$ cat config.mk
export PLATFORM = sky130hd
export DESIGN_NAME = terminal_line_discipline_flat
export DESIGN_NICKNAME = d
export VERILOG_FILES = /design/src/hdl/tld_pkg.sv /design/src/hdl/tld_item_if.sv /design/src/hdl/tld_result_if.sv /design/src/hdl/tld_cfg_if.sv /design/src/hdl/terminal_line_discipline.sv /design/src/hdl/tld_ring.sv /design/src/flat_wrapper.sv
export SDC_FILE = /design/constraint.sdc
export NUM_CORES = 2
export LEC_CHECK = 0
export BUFFER_PORTS_ARGS = -buffer_cell sky130_fd_sc_hd__clkbuf_2
export CORE_ASPECT_RATIO = 0.8
export CORE_MARGIN = 2
export CORE_UTILIZATION = 30
export CTS_CLUSTER_DIAMETER = 200
export CTS_CLUSTER_SIZE = 16
export DETAILED_ROUTE_END_ITERATION = 12
export SYNTH_ARGS = -nofsm -noshare
export SYNTH_HDL_FRONTEND = slang
export SYNTH_SLANG_ARGS = --single-unit
$ cat constraint.sdc
create_clock -name clk -period 39.2 [get_ports clk]
set_input_delay 1.96 -clock clk [delete_from_list [all_inputs] [get_ports clk]]
set_output_delay 1.96 -clock clk [all_outputs]
set_load 0.01 [all_outputs]
$ cat src/hdl/tld_pkg.sv
// Shared types and constants for the terminal line discipline.
package tld_pkg;

    localparam int RING_DEPTH_DEF = 256;
    localparam int BYTE_W         = 8;
    localparam int CFG_IDX_W      = 2;
    localparam int CFG_DATA_W     = 1;

    localparam logic [BYTE_W-1:0] CH_CR    = 8'h0D;
    localparam logic [BYTE_W-1:0] CH_LF    = 8'h0A;
    localparam logic [BYTE_W-1:0] BYTE_MAX = 8'hFF;

    typedef enum logic [1:0] {
        OP_RX_BYTE = 2'd0,
        OP_WRITE   = 2'd1,
        OP_READ    = 2'd2,
        OP_TX_SLOT = 2'd3
    } op_t;

    typedef enum logic [CFG_IDX_W-1:0] {
        CFG_ECHO_ENABLE    = 2'd0,
        CFG_CANONICAL_MODE = 2'd1
    } cfg_idx_t;

    // Request into one ring.
    typedef struct packed {
        logic              push;
        logic [BYTE_W-1:0] push_data;
        logic              pop;
    } ring_ctrl_t;

    // Status out of one ring.
    typedef struct packed {
        logic              empty;
        logic              full;
        logic [BYTE_W-1:0] count;
    } ring_stat_t;

endpackage

$ cat src/hdl/tld_item_if.sv
// Input item channel: operation and byte.
interface tld_item_if
    import tld_pkg::*;
();
    logic              valid;
    logic              ready;
    logic [1:0]        operation;
    logic [BYTE_W-1:0] byte_in;

    modport source (output valid, output operation, output byte_in, input ready);
    modport sink   (input valid, input operation, input byte_in, output ready);
endinterface

$ cat src/hdl/tld_result_if.sv
// Result item channel: one result per input transaction.
interface tld_result_if
    import tld_pkg::*;
();
    logic              valid;
    logic              ready;
    logic              uart_send_valid;
    logic              read_valid;
    logic [BYTE_W-1:0] data_byte;
    logic              line_end;
    logic              write_accepted;
    logic              wake_reader;
    logic              wake_writer;
    logic              tx_irq_enable;
    logic              rx_ready;
    logic [BYTE_W-1:0] rx_count;
    logic [BYTE_W-1:0] tx_count;

    modport source (
        output valid, input ready,
        output uart_send_valid, output read_valid, output data_byte, output line_end,
        output write_accepted, output wake_reader, output wake_writer,
        output tx_irq_enable, output rx_ready, output rx_count, output tx_count
    );
    modport sink (
        input valid, output ready,
        input uart_send_valid, input read_valid, input data_byte, input line_end,
        input write_accepted, input wake_reader, input wake_writer,
        input tx_irq_enable, input rx_ready, input rx_count, input tx_count
    );
endinterface

$ cat src/hdl/tld_cfg_if.sv
// Configuration write channel: register index and data.
interface tld_cfg_if
    import tld_pkg::*;
();
    logic                  valid;
    logic                  ready;
    logic [CFG_IDX_W-1:0]  index;
    logic [CFG_DATA_W-1:0] data;

    modport source (output valid, output index, output data, input ready);
    modport sink   (input valid, input index, input data, output ready);
endinterface

$ cat src/hdl/terminal_line_discipline.sv
// Top level of the terminal line discipline: sequencer, newline counter, two rings.
// The block keeps a receive ring and a transmit ring, each RING_DEPTH slots of
// synchronous memory with one slot always left empty, so each holds at most
// RING_DEPTH-1 bytes. Each input transaction carries one of four operations
// (received byte, software write, read, transmit slot free) and yields exactly
// one result transaction with the status after the step. Items are handled one
// at a time: after acceptance the sequencer goes to its final state, where the
// result register is loaded, passing first through an extra push state when an
// LF is expanded to CR LF in the transmit ring, because the transmit memory has
// one write port and takes one byte per cycle. The ring memories' registered
// read ports make a popped byte available by the final state. A finished result
// waits in the output register, and the next item can be accepted meanwhile;
// while that register is still occupied, the item after it holds the sequencer
// in its final state and the input stalls until the register frees.
// rx_count and tx_count are the low 8 bits of each ring's fill. Memory contents
// are not cleared after reset; only written slots are ever read. Configuration
// writes are always taken and must only be issued while the block is idle.
module terminal_line_discipline
    import tld_pkg::*;
#(
    parameter int RING_DEPTH = RING_DEPTH_DEF
) (
    input  logic               clk,
    input  logic               rst_n,
    tld_item_if.sink           item,
    tld_result_if.source       result,
    tld_cfg_if.sink            cfg
);
    typedef enum logic [2:0] {
        ST_IDLE  = 3'b001,
        ST_PUSH2 = 3'b010,
        ST_FIN   = 3'b100
    } state_t;

    state_t state_reg, state_next;

    // Configuration
    logic echo_reg, echo_next;
    logic canon_reg, canon_next;

    // Newline counter, saturating
    logic [BYTE_W-1:0] nl_reg, nl_next;

    // Per-item flags captured at acceptance
    logic send_v_reg, read_v_reg, wacc_reg, wrd_reg, wwr_reg;

    // Result register
    logic              out_valid_reg, out_valid_next;
    logic              o_send_reg, o_read_reg, o_lend_reg, o_wacc_reg;
    logic              o_wrd_reg, o_wwr_reg, o_txirq_reg, o_rxrdy_reg;
    logic [BYTE_W-1:0] o_data_reg, o_rxcnt_reg, o_txcnt_reg;

    ring_ctrl_t        rx_ctrl, tx_ctrl;
    ring_stat_t        rx_stat, tx_stat;
    logic [BYTE_W-1:0] rx_rd_data, tx_rd_data;

    logic              accept, load;
    op_t               op;
    logic [BYTE_W-1:0] b_rx, b_tx;
    logic              rx_ready_now, rx_ready_fin, read_lf;
    logic              tx_push1, need_push2;

    tld_ring #(.DEPTH(RING_DEPTH)) u_rx_ring (
        .clk     (clk),
        .rst_n   (rst_n),
        .ctrl    (rx_ctrl),
        .stat    (rx_stat),
        .rd_data (rx_rd_data)
    );

    tld_ring #(.DEPTH(RING_DEPTH)) u_tx_ring (
        .clk     (clk),
        .rst_n   (rst_n),
        .ctrl    (tx_ctrl),
        .stat    (tx_stat),
        .rd_data (tx_rd_data)
    );

    assign item.ready = (state_reg == ST_IDLE);
    assign accept     = item.valid && item.ready;
    assign op         = op_t'(item.operation);
    assign cfg.ready  = 1'b1;

    // CR is folded into LF on receive; the transmit side expands LF to CR LF.
    assign b_rx = (item.byte_in == CH_CR) ? CH_LF : item.byte_in;
    assign b_tx = (op == OP_RX_BYTE) ? b_rx : item.byte_in;

    assign rx_ready_now = !rx_stat.empty && !(canon_reg && nl_reg == '0);

    // First transmit byte: a CR ahead of an LF, else the byte itself.
    // A write needs a free slot; an echo simply drops what finds none.
    assign tx_push1   = accept && !tx_stat.full
                     && ((op == OP_RX_BYTE && echo_reg) || op == OP_WRITE);
    assign need_push2 = tx_push1 && (b_tx == CH_LF);

    always_comb
    begin
        rx_ctrl.push      = accept && (op == OP_RX_BYTE) && !rx_stat.full;
        rx_ctrl.push_data = b_rx;
        rx_ctrl.pop       = accept && (op == OP_READ) && rx_ready_now;

        tx_ctrl.pop       = accept && (op == OP_TX_SLOT) && !tx_stat.empty;
        if (state_reg == ST_PUSH2)
        begin
            tx_ctrl.push      = !tx_stat.full;
            tx_ctrl.push_data = CH_LF;
        end
        else
        begin
            tx_ctrl.push      = tx_push1;
            tx_ctrl.push_data = (b_tx == CH_LF) ? CH_CR : b_tx;
        end
    end

    // Popped byte comes from the ring's read register, so an LF read is counted down
    // once, at the edge that loads the result.
    assign read_lf = load && read_v_reg && (rx_rd_data == CH_LF);

    always_comb
    begin
        nl_next = nl_reg;
        if (rx_ctrl.push && b_rx == CH_LF && nl_reg != BYTE_MAX)
            nl_next = nl_reg + 1'b1;
        else if (read_lf && nl_reg != '0)
            nl_next = nl_reg - 1'b1;
    end

    assign rx_ready_fin = !rx_stat.empty && !(canon_reg && nl_next == '0);

    assign load = (state_reg == ST_FIN) && (!out_valid_reg || result.ready);

    always_comb
    begin
        state_next = state_reg;
        case (state_reg)
            ST_IDLE:
                if (accept)
                    state_next = need_push2 ? ST_PUSH2 : ST_FIN;
            ST_PUSH2:
                state_next = ST_FIN;
            ST_FIN:
                if (load)
                    state_next = ST_IDLE;
            default:
                state_next = ST_IDLE;
        endcase
    end

    always_comb
    begin
        out_valid_next = out_valid_reg;
        if (load)
            out_valid_next = 1'b1;
        else if (result.ready)
            out_valid_next = 1'b0;
    end

    always_comb
    begin
        echo_next  = echo_reg;
        canon_next = canon_reg;
        if (cfg.valid && cfg.ready)
        begin
            case (cfg.index)
                CFG_ECHO_ENABLE:    echo_next  = cfg.data[0];
                CFG_CANONICAL_MODE: canon_next = cfg.data[0];
                default:            ;
            endcase
        end
    end

    always_ff @(posedge clk or negedge rst_n)
    begin
        if (!rst_n)
        begin
            state_reg     <= ST_IDLE;
            echo_reg      <= 1'b1;
            canon_reg     <= 1'b1;
            nl_reg        <= '0;
            out_valid_reg <= 1'b0;
        end
        else
        begin
            state_reg     <= state_next;
            echo_reg      <= echo_next;
            canon_reg     <= canon_next;
            nl_reg        <= nl_next;
            out_valid_reg <= out_valid_next;
        end
    end

    // Item flags
    always_ff @(posedge clk)
    begin
        if (accept)
        begin
            send_v_reg <= tx_ctrl.pop;
            wwr_reg    <= tx_ctrl.pop;
            read_v_reg <= rx_ctrl.pop;
            wacc_reg   <= (op == OP_WRITE) && !tx_stat.full;
            wrd_reg    <= (op == OP_RX_BYTE) && (!canon_reg || b_rx == CH_LF);
        end
    end

    // Result register: status is sampled after all ring updates of the item.
    always_ff @(posedge clk)
    begin
        if (load)
        begin
            o_send_reg  <= send_v_reg;
            o_read_reg  <= read_v_reg;
            o_data_reg  <= read_v_reg ? rx_rd_data : (send_v_reg ? tx_rd_data : '0);
            o_lend_reg  <= read_v_reg && canon_reg && (rx_rd_data == CH_LF);
            o_wacc_reg  <= wacc_reg;
            o_wrd_reg   <= wrd_reg;
            o_wwr_reg   <= wwr_reg;
            o_txirq_reg <= !tx_stat.empty;
            o_rxrdy_reg <= rx_ready_fin;
            o_rxcnt_reg <= rx_stat.count;
            o_txcnt_reg <= tx_stat.count;
        end
    end

    assign result.valid           = out_valid_reg;
    assign result.uart_send_valid = o_send_reg;
    assign result.read_valid      = o_read_reg;
    assign result.data_byte       = o_data_reg;
    assign result.line_end        = o_lend_reg;
    assign result.write_accepted  = o_wacc_reg;
    assign result.wake_reader     = o_wrd_reg;
    assign result.wake_writer     = o_wwr_reg;
    assign result.tx_irq_enable   = o_txirq_reg;
    assign result.rx_ready        = o_rxrdy_reg;
    assign result.rx_count        = o_rxcnt_reg;
    assign result.tx_count        = o_txcnt_reg;
endmodule

$ cat src/hdl/tld_ring.sv
// Byte ring: synchronous memory with write/read pointers and fill status.
module tld_ring
    import tld_pkg::*;
#(
    parameter int DEPTH = RING_DEPTH_DEF
) (
    input  logic              clk,
    input  logic              rst_n,
    input  ring_ctrl_t        ctrl,
    output ring_stat_t        stat,
    output logic [BYTE_W-1:0] rd_data
);
    localparam int AW = $clog2(DEPTH);
    localparam int FW = (AW + 1 > BYTE_W) ? AW + 1 : BYTE_W;
    localparam logic [AW-1:0] LAST    = AW'(DEPTH - 1);
    localparam logic [AW:0]   DEPTH_W = (AW + 1)'(DEPTH);

    logic [BYTE_W-1:0] mem [DEPTH];
    logic [BYTE_W-1:0] rd_data_reg;

    logic [AW-1:0] wr_ptr_reg, wr_ptr_next;
    logic [AW-1:0] rd_ptr_reg, rd_ptr_next;
    logic [AW-1:0] wr_ptr_inc, rd_ptr_inc;
    logic [AW:0]   fill_w;
    logic [FW-1:0] fill_x;

    // Wrap explicitly so depths that are not a power of two work.
    assign wr_ptr_inc = (wr_ptr_reg == LAST) ? '0 : wr_ptr_reg + 1'b1;
    assign rd_ptr_inc = (rd_ptr_reg == LAST) ? '0 : rd_ptr_reg + 1'b1;

    assign wr_ptr_next = ctrl.push ? wr_ptr_inc : wr_ptr_reg;
    assign rd_ptr_next = ctrl.pop  ? rd_ptr_inc : rd_ptr_reg;

    always_ff @(posedge clk or negedge rst_n)
    begin
        if (!rst_n)
        begin
            wr_ptr_reg <= '0;
            rd_ptr_reg <= '0;
        end
        else
        begin
            wr_ptr_reg <= wr_ptr_next;
            rd_ptr_reg <= rd_ptr_next;
        end
    end

    always_ff @(posedge clk)
    begin
        if (ctrl.push)
            mem[wr_ptr_reg] <= ctrl.push_data;
        if (ctrl.pop)
            rd_data_reg <= mem[rd_ptr_reg];
    end

    assign fill_w = (wr_ptr_reg >= rd_ptr_reg)
                  ? {1'b0, wr_ptr_reg} - {1'b0, rd_ptr_reg}
                  : {1'b0, wr_ptr_reg} + DEPTH_W - {1'b0, rd_ptr_reg};
    assign fill_x = FW'(fill_w);

    // One slot stays empty: full when the next write slot is the read slot.
    assign stat.empty = (wr_ptr_reg == rd_ptr_reg);
    assign stat.full  = (wr_ptr_inc == rd_ptr_reg);
    assign stat.count = fill_x[BYTE_W-1:0];
    assign rd_data    = rd_data_reg;
endmodule
$ cat src/flat_wrapper.sv
// flat-port wrapper written by rule: the top's interface ports become plain ports
module terminal_line_discipline_flat import tld_pkg::*;
#(
    parameter int RING_DEPTH = RING_DEPTH_DEF
)
  (clk, rst_n, item_valid, item_operation, item_byte_in, item_ready, result_valid, result_ready, result_uart_send_valid, result_read_valid, result_data_byte, result_line_end, result_write_accepted, result_wake_reader, result_wake_writer, result_tx_irq_enable, result_rx_ready, result_rx_count, result_tx_count, cfg_valid, cfg_index, cfg_data, cfg_ready);
  tld_item_if item_i ();
  tld_result_if result_i ();
  tld_cfg_if cfg_i ();
  input  logic clk;
  input  logic rst_n;
  input wire logic [$bits(item_i.valid)-1:0] item_valid;
  input wire logic [$bits(item_i.operation)-1:0] item_operation;
  input wire logic [$bits(item_i.byte_in)-1:0] item_byte_in;
  output wire logic [$bits(item_i.ready)-1:0] item_ready;
  output wire logic [$bits(result_i.valid)-1:0] result_valid;
  input wire logic [$bits(result_i.ready)-1:0] result_ready;
  output wire logic [$bits(result_i.uart_send_valid)-1:0] result_uart_send_valid;
  output wire logic [$bits(result_i.read_valid)-1:0] result_read_valid;
  output wire logic [$bits(result_i.data_byte)-1:0] result_data_byte;
  output wire logic [$bits(result_i.line_end)-1:0] result_line_end;
  output wire logic [$bits(result_i.write_accepted)-1:0] result_write_accepted;
  output wire logic [$bits(result_i.wake_reader)-1:0] result_wake_reader;
  output wire logic [$bits(result_i.wake_writer)-1:0] result_wake_writer;
  output wire logic [$bits(result_i.tx_irq_enable)-1:0] result_tx_irq_enable;
  output wire logic [$bits(result_i.rx_ready)-1:0] result_rx_ready;
  output wire logic [$bits(result_i.rx_count)-1:0] result_rx_count;
  output wire logic [$bits(result_i.tx_count)-1:0] result_tx_count;
  input wire logic [$bits(cfg_i.valid)-1:0] cfg_valid;
  input wire logic [$bits(cfg_i.index)-1:0] cfg_index;
  input wire logic [$bits(cfg_i.data)-1:0] cfg_data;
  output wire logic [$bits(cfg_i.ready)-1:0] cfg_ready;
  assign item_i.valid = item_valid;
  assign item_i.operation = item_operation;
  assign item_i.byte_in = item_byte_in;
  assign item_ready = item_i.ready;
  assign result_valid = result_i.valid;
  assign result_i.ready = result_ready;
  assign result_uart_send_valid = result_i.uart_send_valid;
  assign result_read_valid = result_i.read_valid;
  assign result_data_byte = result_i.data_byte;
  assign result_line_end = result_i.line_end;
  assign result_write_accepted = result_i.write_accepted;
  assign result_wake_reader = result_i.wake_reader;
  assign result_wake_writer = result_i.wake_writer;
  assign result_tx_irq_enable = result_i.tx_irq_enable;
  assign result_rx_ready = result_i.rx_ready;
  assign result_rx_count = result_i.rx_count;
  assign result_tx_count = result_i.tx_count;
  assign cfg_i.valid = cfg_valid;
  assign cfg_i.index = cfg_index;
  assign cfg_i.data = cfg_data;
  assign cfg_ready = cfg_i.ready;
  terminal_line_discipline #(.RING_DEPTH(RING_DEPTH)) u_core (.clk(clk), .rst_n(rst_n), .item(item_i), .result(result_i), .cfg(cfg_i));
endmodule
==> results.toml <==
[status]
status = "completed"

[synth]
syn_inst = 7045
syn_avg_cell_area_sq_um = 23.2
synth_top_family_by_area = "multiplexers"
async_flop_share_pct = 1.10
syn_area_sq_mm = 0.163
syn_nets = 7092
synth_seq_cells = 4193
synth.area.mux_share_pct = 18.7
synth_top_area_share_pct = 76.3
synth-xor-area-share_pct = 0.209
ys_types = 69
ys.flop_type = "edfxtp_1"
yosysTopAreaCell = "edfxtp_1"
synth-simple-area-share_pct = 2.15
synth_compound_area_share_pct = 0.566
yosysSeqAreaShare_pct = 77.0
synth_edf_count = 4147
synthAdderAreaFrac_pct = 0.232
ys_top_cells_by_area = "edfxtp_1, mux4_2, nor2_1, dfrtp_1, clkbuf_1"
yosysWarnings = 0

[floorplanning]
die_h_um = 664
dieWidth_um = 829
placement_rows = 242
die_area_sq_mm = 0.550
initial_core_util_pct = 30.1
ios = 53
core_region_area_sq_mm = 0.543

[power]
pwr-share-seq_pct = 45.6
power.share.switching_pct = 29.4
power_density_mw_per_mm2 = 61.4
pwr-share-clk_pct = 26.4
p_int_w = 0.00782
p_leak_nw = 52.5
pwr-share-comb_pct = 28.0
p_sw_w = 0.00325
ir_drop_mv = 0.0636

[timing]
setup_violations = 0
worst_slack_ps = 32990
finalCritPeriodShare_pct = 15.8
hold_viol_final = 0
worst_slew_pin_slew_ps = 1410
tns_ps = 0
fmax_ghz = 0.161
rsz0062_at_grt = "false"
fin_crit_ps = 6210
slew_headroom_pct = 5.96
finClkSkew_ps = 107
drv_slew = 0

[worst_setup_path]
worstPathArrival_ps = 6770
crit_family = "simple AND/OR/NAND/NOR gates"
critPathLaunchType = "register"
cp.required_ps = 39760
slowest_delay_ps = 980
critPathLaunch = "u_core.u_rx_ring.rd_ptr_reg[0]"
critPathCaptureType = "register"
path_cells = "buf_4 -> a2111o_1 -> a21oi_1 -> o211ai_1 -> o31ai_2 -> nor3_2 -> nand2_1 -> nor2_1"
r2r_start = "u_core.u_rx_ring.rd_ptr_reg[0]"
slowest_stage = "dfrtp_4"
crit_buf_inv = 1
path_class = "reg2reg"
cp_max_fo = 45

[cts]
cts_root_buf = "clkbuf_16"
tritoncts = "built"
holdBufCountCts = 0
clk_pin_slew_ps = 70
numCtsBuffers = 300
clock-sinks = 4193
clkLatencyLatePin_ps = 1000
htree_levels = 5
post_cts_resized = 0
cts_setup_buffers = 0
cts_buffer_depth = 4

[layout]
reg_top3 = "u_core.u_rx_ring.mem x2048, u_core.u_tx_ring.mem x2048"
n_fill_cell = 50100
syn2layout_area_growth_pct = 10.5
seq_area_sq_mm = 0.126
multi_input_area_sq_mm = 0.0359
drive_gt1_share_pct = 26.6
fin_nets = 7156

[global_route]
grt_pass1_wl_um = 575000
antenna_found_initial = 36
grt_pass1_vias = 75300
grt_use_total_pct = 14.2
overflow = 0
grt_max_degree = 225

[detailed_routing]
drc = 0
first_pass_iters = 8
drtAntennaViolNets = 0
vias = 75100
wl_per_cell_um = 28.0
routed_wl_um = 404000
routed_via_density = 5.21
drtIter0Drc = 9979

[run]
drv_cap = 0

[placed_design]
portBuffers = 51
finalWeightedCongestion = 0.811
dp_hpwl_um = 242000
post-place-ws_ps = 32650

[min_path]
hold_class = "reg2reg"
min_from = "u_core.wrd_reg"
-- final timing paths --
| kind | cells past startpoint | slack, ps | end |
|---|---|---|---|
| hold / removal | 0 | 450 | u_core.result.wake_reader |
| hold reg to reg | 0 | 450 | u_core.result.wake_reader |
| setup reg to reg | 8 | 32990 | u_core.u_rx_ring.mem[143][1] |
| min in group asynchronous | 2 | 1130 | u_core.u_tx_ring.wr_ptr_reg[5] |
| setup / recovery | 8 | 32990 | u_core.u_rx_ring.mem[143][1] |
| max in group asynchronous | 2 | 37400 | u_core.u_rx_ring.rd_ptr_reg[1] |
-- power by group through the flow --
| stage | clock network [W] | registers, W | logic, W |
|---|---|---|---|
| 2_1_floorplan | 0 | 0.00509 | 0.00211 |
| 5_1_grt | 0.00313 | 0.00505 | 0.00325 |
| 6_report | 0.00292 | 0.00505 | 0.00310 |
| 3_3_place_gp | 0 | 0.00515 | 0.00312 |
| 4_1_cts | 0.00298 | 0.00505 | 0.00314 |
| 3_5_place_dp | 0 | 0.00515 | 0.00314 |
-- final cells by class --
type                            instances  share of cell area (%)
Tap cell                             7198                    4.99
Antenna cell                           13                  0.0180
Timing Repair Buffer                  174                   0.771
Clock inverter                         23                   0.217
Clock buffer                          361                    4.35
Inverter                               41                  0.0936
Sequential cell                      4193                    69.7
Multi-Input combinational cell       2399                    19.9
-- cell usage in the layout, fill, tap and decap left out, drive strengths merged, types with 9 or more instances in the layout --
master  count
edfxtp   4147
mux4     1353
nor2      557
clkbuf    406
buf       129
nand2     123
inv        50
nand3      44
dfrtp      43
xnor2      28
ha         27
o21ai      26
nand4      19
a21oi      19
nor2b      17
nor3       16
and3       14
diode      13
a31oi      13
clkinv     13
xor2       11
and2       10
a22o        9
-- metal layers --
layer  up-vias  global-route usage (%)  share of wire, %
met5         -                       0             0.012
met4         6                    3.95               2.9
met3       530                    2.82               9.3
met2      3681                    21.3                45
met1     41100                    21.0                43
li1      29800                       -                 -
-- synthesized netlist by cell type, types with 3 or more instances --
| library cell | count |
|---|---|
| a21boi_0 | 3 |
| buf_2 | 89 |
| edfxtp_1 | 4147 |
| o21a_1 | 7 |
| and2_1 | 9 |
| a21oi_1 | 19 |
| nand3b_1 | 4 |
| o211ai_1 | 8 |
| clkinv_1 | 4 |
| or3_1 | 3 |
| mux4_2 | 1353 |
| clkbuf_2 | 5 |
| nor2_1 | 557 |
| nor3b_1 | 4 |
| o21ai_0 | 26 |
| o31a_1 | 4 |
| ha_1 | 27 |
| inv_2 | 3 |
| inv_1 | 34 |
| buf_4 | 7 |
| o311ai_0 | 4 |
| nand2_1 | 123 |
| or2_2 | 4 |
| nand4_1 | 19 |
| and3_1 | 14 |
| a22o_1 | 9 |
| a21o_1 | 4 |
| o31ai_1 | 7 |
| nor3_1 | 16 |
| o32ai_1 | 3 |
| dfrtp_1 | 43 |
| o21bai_1 | 3 |
| nand3_1 | 44 |
| xnor2_1 | 28 |
| buf_1 | 44 |
| mux2_2 | 4 |
| nand2b_1 | 8 |
| xor2_1 | 11 |
| a31oi_1 | 13 |
| a211oi_1 | 4 |
| nor4_1 | 6 |
| dfstp_2 | 3 |
| nor2b_1 | 17 |
| clkbuf_1 | 267 |
-- metrics by stage --
| stage | util [%] | hold slack, ps | cells | power, W | instance area [sq um] |
|---|---|---|---|---|---|
| 6_report | 33.3 | 447 | 14400 | 0.0111 | 180000 |
| 5_1_grt | 33.2 | 452 | 14400 | 0.0114 | 180000 |
| 4_1_cts | 33.2 | 448 | 14400 | 0.0112 | 180000 |
| 3_5_place_dp | 31.7 | 430 | 14000 | 0.00829 | 172000 |
| 3_3_place_gp | 31.7 | 438 | 14000 | 0.00827 | 172000 |
| 2_1_floorplan | - | 400 | 7045 | 0.00720 | 163000 |
-- logic make-up (layout without fill, tap and decap cells) --
| logic type | after synthesis | in the layout |
|---|---|---|
| AO/OA/AOI/OAI | 132 | 132 |
| XOR/XNOR | 39 | 39 |
| adder cells (fa/ha/maj) | 29 | 29 |
| buffers and inverters | 453 | 599 |
| flip-flops | 4193 | 4193 |
| multiplexers | 1358 | 1358 |
| other | 1 | 14 |
| AND/OR/NAND/NOR | 840 | 840 |
No activity file was read; power rests on OpenSTA's default activity.
